===== config.mk =====
export PLATFORM = sky130hd
export DESIGN_NAME = lap_sector_timer_unit
export DESIGN_NICKNAME = d
export VERILOG_FILES = /design/src/hw/rtl/lst_pkg.sv /design/src/hw/rtl/lst_core.sv /design/src/hw/rtl/lap_sector_timer_unit.sv
export SDC_FILE = /design/constraint.sdc
export NUM_CORES = 2
export LEC_CHECK = 0
export ABC_AREA = 1
export BUFFER_PORTS_ARGS = -buffer_cell sky130_fd_sc_hd__clkbuf_2
export CAP_MARGIN = 30
export CORE_ASPECT_RATIO = 1.2
export CORE_MARGIN = 2
export CORE_UTILIZATION = 62
export CTS_BUF_LIST = sky130_fd_sc_hd__clkbuf_4
export DETAILED_ROUTE_END_ITERATION = 16
export PLACE_DENSITY = 0.8
export SETUP_SLACK_MARGIN = 0.05
export SYNTH_ARGS = -nofsm -noshare
export SYNTH_HDL_FRONTEND = slang
export SYNTH_HIERARCHICAL = 1
export SYNTH_SLANG_ARGS = --single-unit
export TNS_END_PERCENT = 10

===== constraint.sdc =====
create_clock -name clk -period 11.66 [get_ports clk]
set_input_delay 2.332 -clock clk [delete_from_list [all_inputs] [get_ports clk]]
set_output_delay 2.332 -clock clk [all_outputs]
set_load 0.05 [all_outputs]

===== src/hw/rtl/lst_pkg.sv =====
// ----------------------------------------------------------------------------
// lst_pkg
// Types and constants shared by the lap and sector timer.
// ----------------------------------------------------------------------------
package lst_pkg;

  localparam int NUM_SECTORS = 3;

  localparam logic [1:0] SECTOR_NONE = 2'd3;
  localparam logic [1:0] LAST_SECTOR = 2'(NUM_SECTORS - 1);
  localparam logic [2:0] SECTOR_LIMIT = 3'(NUM_SECTORS);

  localparam logic [31:0] TIME_MAX = 32'hFFFF_FFFF;
  localparam logic [15:0] LAPS_MAX = 16'hFFFF;

  // register indexes (byte address / 4)
  localparam logic [1:0] REG_TRACK_LOADED = 2'd0;
  localparam logic [1:0] REG_TRACK_LENGTH = 2'd1;
  localparam logic [1:0] REG_MIN_SPEED    = 2'd2;

  localparam logic [17:0] MIN_SPEED_RESET = 18'd1000;

  typedef struct packed {
    logic        track_loaded;
    logic [23:0] track_length_mm;
    logic [17:0] min_lap_speed_mm_s;
  } cfg_t;

  // first field in the highest bits
  typedef struct packed {
    logic [1:0]         sector_here;
    logic [19:0]        tick_us;
    logic signed [18:0] speed_mm_s;
    logic [23:0]        position_mm;
  } in_item_t;

  typedef struct packed {
    logic        done_sector_is_best;
    logic [31:0] done_sector_us;
    logic [1:0]  done_sector_index;
    logic        sector_done;
    logic        lap_done;
    logic        best_lap_valid;
    logic [31:0] best_lap_us;
    logic [31:0] last_lap_us;
    logic [31:0] current_lap_us;
    logic [1:0]  current_sector;
    logic [15:0] lap_total;
  } result_t;

endpackage


===== src/hw/rtl/lst_core.sv =====
// ----------------------------------------------------------------------------
// lst_core
// Timing state and the combinational update for one tick item.
// ----------------------------------------------------------------------------
module lst_core (
  input  logic              clk,
  input  logic              rst_n,
  input  lst_pkg::cfg_t     cfg,
  input  logic              in_fire,
  input  lst_pkg::in_item_t in_item,
  output lst_pkg::result_t  res
);

  logic [31:0] elapsed_r, elapsed_nxt;
  logic [31:0] start_r, start_nxt;
  logic [31:0] lap_r, lap_nxt;
  logic [31:0] last_lap_r, last_lap_nxt;
  logic [31:0] best_lap_r, best_lap_nxt;
  logic        best_lap_seen_r, best_lap_seen_nxt;
  logic [31:0] best_sec_r [lst_pkg::NUM_SECTORS];
  logic [31:0] best_sec_nxt [lst_pkg::NUM_SECTORS];
  logic        best_sec_seen_r [lst_pkg::NUM_SECTORS];
  logic        best_sec_seen_nxt [lst_pkg::NUM_SECTORS];
  logic [15:0] laps_r, laps_nxt;
  logic [1:0]  held_r, held_nxt;
  logic [23:0] prev_pos_r, prev_pos_nxt;

  logic [32:0]        elapsed_sum, lap_sum;
  logic [31:0]        elapsed_sat, lap_sat;
  logic signed [26:0] wrap_sum;
  logic               speed_fast;
  logic               held_ok;
  logic [31:0]        sec_t;
  logic               sec_is_best;
  logic [1:0]         sec_new;
  logic               fwd;
  logic               rec;

  always_comb begin
    elapsed_sum = {1'b0, elapsed_r} + {13'd0, in_item.tick_us};
    lap_sum     = {1'b0, lap_r} + {13'd0, in_item.tick_us};
    elapsed_sat = elapsed_sum[32] ? lst_pkg::TIME_MAX : elapsed_sum[31:0];
    lap_sat     = lap_sum[32] ? lst_pkg::TIME_MAX : lap_sum[31:0];

    // 2*(pos - prev) < -len  <=>  2*pos - 2*prev + len < 0
    wrap_sum = $signed({2'b00, in_item.position_mm, 1'b0})
             - $signed({2'b00, prev_pos_r, 1'b0})
             + $signed({3'b000, cfg.track_length_mm});
    speed_fast = $signed({in_item.speed_mm_s[18], in_item.speed_mm_s})
               > $signed({2'b00, cfg.min_lap_speed_mm_s});

    held_ok = {1'b0, held_r} < lst_pkg::SECTOR_LIMIT;
    sec_t   = elapsed_sat - start_r;
    sec_is_best = held_ok && (!best_sec_seen_r[held_r] || sec_t < best_sec_r[held_r]);

    sec_new = ({1'b0, in_item.sector_here} < lst_pkg::SECTOR_LIMIT) ?
              in_item.sector_here : lst_pkg::SECTOR_NONE;
    fwd = 1'b0;
    if (sec_new != held_r && sec_new != lst_pkg::SECTOR_NONE) begin
      if (!held_ok && sec_new == 2'd0) fwd = 1'b1;
      if (held_ok && sec_new == held_r + 2'd1) fwd = 1'b1;
      if (held_r == lst_pkg::LAST_SECTOR && sec_new == 2'd0) fwd = 1'b1;
    end

    elapsed_nxt       = elapsed_r;
    start_nxt         = start_r;
    lap_nxt           = lap_r;
    last_lap_nxt      = last_lap_r;
    best_lap_nxt      = best_lap_r;
    best_lap_seen_nxt = best_lap_seen_r;
    best_sec_nxt      = best_sec_r;
    best_sec_seen_nxt = best_sec_seen_r;
    laps_nxt          = laps_r;
    held_nxt          = held_r;
    prev_pos_nxt      = prev_pos_r;
    rec               = 1'b0;

    res.lap_done = 1'b0;

    if (cfg.track_loaded) begin
      elapsed_nxt = elapsed_sat;
      lap_nxt     = lap_sat;
      if (cfg.track_length_mm != 24'd0) begin
        if (speed_fast && wrap_sum[26]) begin
          rec          = held_ok;
          last_lap_nxt = lap_sat;
          if (!best_lap_seen_r || lap_sat < best_lap_r) begin
            best_lap_nxt      = lap_sat;
            best_lap_seen_nxt = 1'b1;
          end
          if (laps_r != lst_pkg::LAPS_MAX) laps_nxt = laps_r + 16'd1;
          res.lap_done = 1'b1;
          lap_nxt      = '0;
          held_nxt     = 2'd0;
          start_nxt    = elapsed_sat;
        end else begin
          if (fwd) begin
            rec       = held_ok;
            start_nxt = elapsed_sat;
          end
          held_nxt = sec_new;
        end
        prev_pos_nxt = in_item.position_mm;
      end
    end

    if (rec && sec_is_best) begin
      best_sec_nxt[held_r]      = sec_t;
      best_sec_seen_nxt[held_r] = 1'b1;
    end

    res.lap_total           = laps_nxt;
    res.current_sector      = held_nxt;
    res.current_lap_us      = lap_nxt;
    res.last_lap_us         = last_lap_nxt;
    res.best_lap_us         = best_lap_nxt;
    res.best_lap_valid      = best_lap_seen_nxt;
    res.sector_done         = rec;
    res.done_sector_index   = rec ? held_r : 2'd0;
    res.done_sector_us      = rec ? sec_t : 32'd0;
    res.done_sector_is_best = rec && sec_is_best;
  end

  always_ff @(posedge clk) begin
    if (!rst_n) begin
      elapsed_r       <= '0;
      start_r         <= '0;
      lap_r           <= '0;
      last_lap_r      <= '0;
      best_lap_r      <= '0;
      best_lap_seen_r <= 1'b0;
      for (int i = 0; i < lst_pkg::NUM_SECTORS; i++) begin
        best_sec_r[i]      <= '0;
        best_sec_seen_r[i] <= 1'b0;
      end
      laps_r     <= '0;
      held_r     <= '0;
      prev_pos_r <= '0;
    end else if (in_fire) begin
      elapsed_r       <= elapsed_nxt;
      start_r         <= start_nxt;
      lap_r           <= lap_nxt;
      last_lap_r      <= last_lap_nxt;
      best_lap_r      <= best_lap_nxt;
      best_lap_seen_r <= best_lap_seen_nxt;
      best_sec_r      <= best_sec_nxt;
      best_sec_seen_r <= best_sec_seen_nxt;
      laps_r          <= laps_nxt;
      held_r          <= held_nxt;
      prev_pos_r      <= prev_pos_nxt;
    end
  end

endmodule


===== src/hw/rtl/lap_sector_timer_unit.sv =====
// ----------------------------------------------------------------------------
// lap_sector_timer_unit
// Lap and sector timer: tick items in, one timing result item out per tick.
// ----------------------------------------------------------------------------
//  port group | direction | payload
//  in_*       | sink      | tdata: position_mm, speed_mm_s, tick_us, sector_here
//  out_*      | source    | tdata: lap and sector timing result
//  cfg_*      | APB slave | track_loaded, track_length_mm, min_lap_speed_mm_s
//
//  One item per cycle while in_tready is high; state updates in the accept
//  cycle; the result is registered in the output register or the skid entry.
//  A two-entry output stage (output register + skid) keeps in_tready high
//  while one result waits; in_tready drops only when both are full.
//  Reset is synchronous; state clears to zero, min_lap_speed_mm_s to 1000.
// ----------------------------------------------------------------------------
module lap_sector_timer_unit (
  input  logic          clk,
  input  logic          rst_n,
  input  logic          in_tvalid,
  output logic          in_tready,
  // [23:0] position_mm, [42:24] speed_mm_s, [62:43] tick_us, [64:63] sector_here
  input  logic [71:0]   in_tdata,
  output logic          out_tvalid,
  input  logic          out_tready,
  // [15:0] lap_total, [17:16] current_sector, [49:18] current_lap_us,
  // [81:50] last_lap_us, [113:82] best_lap_us, [114] best_lap_valid,
  // [115] lap_done, [116] sector_done, [118:117] done_sector_index,
  // [150:119] done_sector_us, [151] done_sector_is_best
  output logic [151:0]  out_tdata,
  input  logic          cfg_psel,
  input  logic          cfg_penable,
  input  logic          cfg_pwrite,
  input  logic [3:0]    cfg_paddr,
  input  logic [31:0]   cfg_pwdata,
  output logic [31:0]   cfg_prdata,
  output logic          cfg_pready
);

  lst_pkg::cfg_t     cfg_r;
  lst_pkg::in_item_t in_item;
  lst_pkg::result_t  res;
  lst_pkg::result_t  out_r, out_nxt, skid_r, skid_nxt;
  logic              out_valid_r, out_valid_nxt, skid_valid_r, skid_valid_nxt;
  logic              in_fire, cfg_wr;

  // configuration registers
  assign cfg_pready = 1'b1;
  assign cfg_wr     = cfg_psel && cfg_penable && cfg_pwrite;

  always_ff @(posedge clk) begin
    if (!rst_n) begin
      cfg_r.track_loaded       <= 1'b0;
      cfg_r.track_length_mm    <= '0;
      cfg_r.min_lap_speed_mm_s <= lst_pkg::MIN_SPEED_RESET;
    end else if (cfg_wr) begin
      unique case (cfg_paddr[3:2])
        lst_pkg::REG_TRACK_LOADED: cfg_r.track_loaded       <= cfg_pwdata[0];
        lst_pkg::REG_TRACK_LENGTH: cfg_r.track_length_mm    <= cfg_pwdata[23:0];
        lst_pkg::REG_MIN_SPEED:    cfg_r.min_lap_speed_mm_s <= cfg_pwdata[17:0];
        default: ;
      endcase
    end
  end

  always_comb begin
    unique case (cfg_paddr[3:2])
      lst_pkg::REG_TRACK_LOADED: cfg_prdata = {31'd0, cfg_r.track_loaded};
      lst_pkg::REG_TRACK_LENGTH: cfg_prdata = {8'd0, cfg_r.track_length_mm};
      lst_pkg::REG_MIN_SPEED:    cfg_prdata = {14'd0, cfg_r.min_lap_speed_mm_s};
      default:                   cfg_prdata = '0;
    endcase
  end

  // timing core
  assign in_item   = lst_pkg::in_item_t'(in_tdata[64:0]);
  assign in_tready = !skid_valid_r;
  assign in_fire   = in_tvalid && in_tready;

  lst_core u_core (
    .clk     (clk),
    .rst_n   (rst_n),
    .cfg     (cfg_r),
    .in_fire (in_fire),
    .in_item (in_item),
    .res     (res)
  );

  // output register with skid entry
  always_comb begin
    out_nxt        = out_r;
    out_valid_nxt  = out_valid_r;
    skid_nxt       = skid_r;
    skid_valid_nxt = skid_valid_r;
    if (!out_valid_r || out_tready) begin
      if (skid_valid_r) begin
        out_nxt        = skid_r;
        out_valid_nxt  = 1'b1;
        skid_nxt       = res;
        skid_valid_nxt = in_fire;
      end else begin
        out_nxt       = res;
        out_valid_nxt = in_fire;
      end
    end else if (in_fire) begin
      skid_nxt       = res;
      skid_valid_nxt = 1'b1;
    end
  end

  always_ff @(posedge clk) begin
    if (!rst_n) begin
      out_valid_r  <= 1'b0;
      skid_valid_r <= 1'b0;
    end else begin
      out_valid_r  <= out_valid_nxt;
      skid_valid_r <= skid_valid_nxt;
    end
  end

  always_ff @(posedge clk) begin
    out_r  <= out_nxt;
    skid_r <= skid_nxt;
  end

  assign out_tvalid = out_valid_r;
  assign out_tdata  = out_r;

endmodule


==> impl_metrics.xml <==
<?xml version="1.0" encoding="UTF-8"?>
<metrics>
  <group name="setup_path">
    <metric name="timing_worst_setup_path_type" unit="">in -&gt; reg</metric>
    <metric name="critPathRequiredTime" unit="ns">12.55</metric>
    <metric name="crit_path_frequent_cell" unit="">nand2_1</metric>
    <metric name="cpPeakStageDelay" unit="ns">0.61</metric>
    <metric name="setup_crit_end_kind" unit="">register</metric>
    <metric name="critical_path.slowest_cell" unit="">nor2_4</metric>
    <metric name="critical_path_buf_inv_count" unit="">4</metric>
    <metric name="start_kind" unit="">input pin</metric>
    <metric name="critical_path_peak_fanout" unit="">27</metric>
    <metric name="worst_path_dominant_cell_family" unit="">compound AO/OA/AOI/OAI gates</metric>
    <metric name="cp.arrival" unit="ns">9.88</metric>
  </group>
  <group name="power">
    <metric name="seqPwrFrac" unit="%">47.9</metric>
    <metric name="p_per_area" unit="nW/µm²">136</metric>
    <metric name="logic_pwr_share" unit="%">15.3</metric>
    <metric name="p_leak" unit="µW">0.0187</metric>
    <metric name="power.share.clock" unit="%">36.8</metric>
    <metric name="switching_share" unit="%">30.1</metric>
    <metric name="power.internal" unit="µW">3700</metric>
    <metric name="total_switching_power" unit="µW">1590</metric>
    <metric name="max-vdd-ir-drop" unit="V">0.0000947</metric>
  </group>
  <group name="grt">
    <metric name="antenna_found_initial" unit="">6</metric>
    <metric name="globalRouteOverflowTotal" unit="">0</metric>
    <metric name="use_met1" unit="%">36.4</metric>
    <metric name="grt_pass1_wl" unit="mm">145</metric>
    <metric name="busiest_layer" unit="">met2</metric>
    <metric name="grt.total_usage" unit="%">30.5</metric>
    <metric name="groute.layer.met2.usage" unit="%">53.1</metric>
    <metric name="number_of_global_route_vias_before_repair" unit="">29220</metric>
    <metric name="grt_max_degree" unit="">109</metric>
    <metric name="met3_grt_util" unit="%">4.95</metric>
  </group>
  <group name="clock_network">
    <metric name="tritoncts" unit="">built</metric>
    <metric name="cts_resized" unit="">0</metric>
    <metric name="tritoncts.num_buffers" unit="">163</metric>
    <metric name="cts.repair_timing.setup_buffer_count" unit="">0</metric>
    <metric name="ctsHoldBuffers" unit="">0</metric>
    <metric name="path_clk_slew" unit="ns">0.06</metric>
    <metric name="clock_tree.htree_level_count" unit="">4</metric>
    <metric name="cts-root-to-sink-buffers" unit="">3</metric>
    <metric name="cts_sinks" unit="">651</metric>
    <metric name="worst_skew_pair.late_latency" unit="ns">1.03</metric>
    <metric name="cts_root_buffer" unit="">clkbuf_4</metric>
  </group>
  <group name="logic_synthesis">
    <metric name="postSynthAreaPerCell" unit="µm²">7.61</metric>
    <metric name="ys_types" unit="">58</metric>
    <metric name="synth_async_sr_flop_share" unit="%">0</metric>
    <metric name="post-synth-top-area-fraction" unit="%">26.1</metric>
    <metric name="yosysSeqAreaShare" unit="%">45.9</metric>
    <metric name="synth.largest_area_cell" unit="">edfxtp_1</metric>
    <metric name="synth_area_leaders" unit="">edfxtp_1, dfxtp_1, nand2_1</metric>
    <metric name="synth_most_common_cell" unit="">nand2_1</metric>
    <metric name="synth_enable_flop_cells" unit="">304</metric>
    <metric name="register_bit_total_from_synthesis" unit="">651</metric>
    <metric name="synthTopCellsByCount" unit="">nand2_1, nor2_1, inv_1, a21oi_1, dfxtp_1</metric>
    <metric name="count_of_synthesis_stage_warnings_from_yosys" unit="">6</metric>
    <metric name="synth_ff_type" unit="">dfxtp_1</metric>
    <metric name="syn_area" unit="µm²">35000</metric>
    <metric name="syn_inst" unit="">4600</metric>
  </group>
  <group name="floorplan">
    <metric name="die_w" unit="µm">221</metric>
    <metric name="core" unit="µm²">55900</metric>
    <metric name="io_pins" unit="">302</metric>
    <metric name="die-area" unit="µm²">58400</metric>
    <metric name="floorplan.rows" unit="">95</metric>
    <metric name="initial_core_utilization" unit="%">62.6</metric>
    <metric name="die-height" unit="µm">264</metric>
  </group>
  <group name="route">
    <metric name="remaining_drc_errors" unit="">0</metric>
    <metric name="drt-initial-drc-count" unit="">2616</metric>
    <metric name="vias" unit="">31186</metric>
    <metric name="wl_per_cell" unit="µm">15.8</metric>
    <metric name="route.final.wire_length" unit="mm">90.6</metric>
    <metric name="firstDrtPassIters" unit="">6</metric>
    <metric name="vias_per_cell" unit="">5.43</metric>
    <metric name="ant_nets" unit="">0</metric>
  </group>
  <group name="hold_path">
    <metric name="hold_path_class" unit="">reg -&gt; reg</metric>
  </group>
  <group name="sta">
    <metric name="clock_skew" unit="ns">0.0806</metric>
    <metric name="hold_slack" unit="ns">0.457</metric>
    <metric name="slew_violations" unit="">0</metric>
    <metric name="period_minus_slack" unit="ns">8.98</metric>
    <metric name="tightest_slew" unit="ns">1.00</metric>
    <metric name="final_hold_violating_endpoints" unit="">0</metric>
    <metric name="rsz0062_at_grt" unit="">no</metric>
    <metric name="setup_viol" unit="">0</metric>
    <metric name="max_slew_margin_vs_limit" unit="%">33.1</metric>
    <metric name="finalSetupTns" unit="ns">0</metric>
    <metric name="layout_worst_path_cycle_share" unit="%">77.1</metric>
    <metric name="achievable_frequency" unit="GHz">0.111</metric>
  </group>
  <group name="place">
    <metric name="dp.final_hpwl" unit="mm">62.7</metric>
    <metric name="portBuffers" unit="">275</metric>
    <metric name="gp_congestion" unit="">0.935</metric>
  </group>
  <group name="cells_and_area">
    <metric name="final_layout_size_suffix_gt1_share" unit="%">12.3</metric>
    <metric name="finalNetCount" unit="">5199</metric>
    <metric name="area_growth" unit="%">11.2</metric>
  </group>
  <group name="status">
    <metric name="run_status" unit="">completed</metric>
  </group>
  <group name="job">
    <metric name="reported_max_cap_violation_count" unit="">0</metric>
  </group>
</metrics>
==> power by group through the flow <==
stage / Combinational [µW] / Sequential (µW) / Clock, µW
floorplan: 435 / 2740 / 0
global placement: 789 / 2580 / 0
detailed placement: 803 / 2580 / 0
CTS: 807 / 2530 / 1990
global route: 891 / 2540 / 2090
finish: 810 / 2530 / 1950
==> through the flow <==
stage / instance area [µm²] / setup WS, ns / utilization (%) / std cells / total power, µW
final: 38900 / 2.68 / 69.7 / 5744 / 5290
after global routing: 38900 / 1.87 / 69.7 / 5744 / 5520
after CTS: 38900 / 2.82 / 69.6 / 5736 / 5320
after detailed placement: 36800 / 1.74 / 65.9 / 5440 / 3380
after global placement: 36700 / 1.68 / 65.7 / 5435 / 3370
after floorplan: 35000 / 1.78 / - / 4607 / 3170
==> sequential cells by signal (all words and copies together) (netlist names) <==
name	flops
skid_valid_r	1
u_core/lap_r	32
u_core/best_sec_seen_r	3
u_core/best_sec_r	96
u_core/held_r	2
u_core/elapsed_r	32
u_core/best_lap_seen_r	1
skid_r	152
u_core/start_r	32
u_core/last_lap_r	32
out_tdata	152
u_core/best_lap_r	32
u_core/laps_r	16
cfg_r	43
out_tvalid	1
u_core/prev_pos_r	24
==> kinds of logic (layout without fill, tap and decap cells) <==
family / count (synthesis) / count (layout) / share of synthesized area, %
and+or+nand+nor: 2231 / 2231 / 25.5
AOI/OAI and AO/OA: 701 / 701 / 10.8
adders and majority gates: 206 / 206 / 7.45
DFF: 651 / 651 / 45.9
xor gates and xnor gates: 81 / 81 / 2.03
buffers and inverters: 728 / 1130 / 8.24
other: 2 / 17 / 0.0215
==> layout make-up <==
class	count	area (µm²)
Clock buffer	245	1840
Tap cell	727	910
Timing Repair Buffer	313	1740
Clock inverter	51	273
Fill cell	4694	16900
Inverter	521	1960
Multi-Input combinational cell	3228	16100
Sequential cell	651	16100
Antenna cell	8	20.0
==> worst reg2reg max path: cells and delay by family (launching register included) <==
family                   cells  cell delay, ns
AND/OR/NAND/NOR             19            2.35
adder cells (fa/ha/maj)      5            1.33
XOR/XNOR                     1            0.50
flip-flops                   1            0.34
AO/OA/AOI/OAI               14            2.48
buffers and inverters        3            0.72
==> cells in the final DEF, fill, tap and decap left out, types with 192 or more instances in the layout <==
master,instances
a21oi_1,370
clkbuf_2,274
clkbuf_4,245
dfxtp_1,346
edfxtp_1,304
ha_1,202
inv_1,509
nand2_1,1341
nand3_1,218
nor2_1,550
o21ai_0,192
==> path summary, 6_finish.rpt <==
kind	start	end	slack, ns	cells past startpoint
setup / recovery	in_tdata[43]	u_core/best_sec_r[20]	2.68	43
hold / removal	u_core/prev_pos_r[23]	u_core/prev_pos_r[23]	0.46	2
setup reg to reg	u_core/elapsed_r[0]	u_core/best_sec_r[20]	3.86	42
hold reg to reg	u_core/prev_pos_r[23]	u_core/prev_pos_r[23]	0.46	2
==> routing by layer <==
metal | wire, µm | share of wire, % | vias to the layer above
met5 | 0 | 0 | -
met4 | 4030 | 4.5 | 0
met3 | 5320 | 5.9 | 239
met2 | 45100 | 50 | 1108
met1 | 36200 | 40 | 14235
li1 | - | - | 15604
Note: power is estimated with default switching activity, not from simulation.
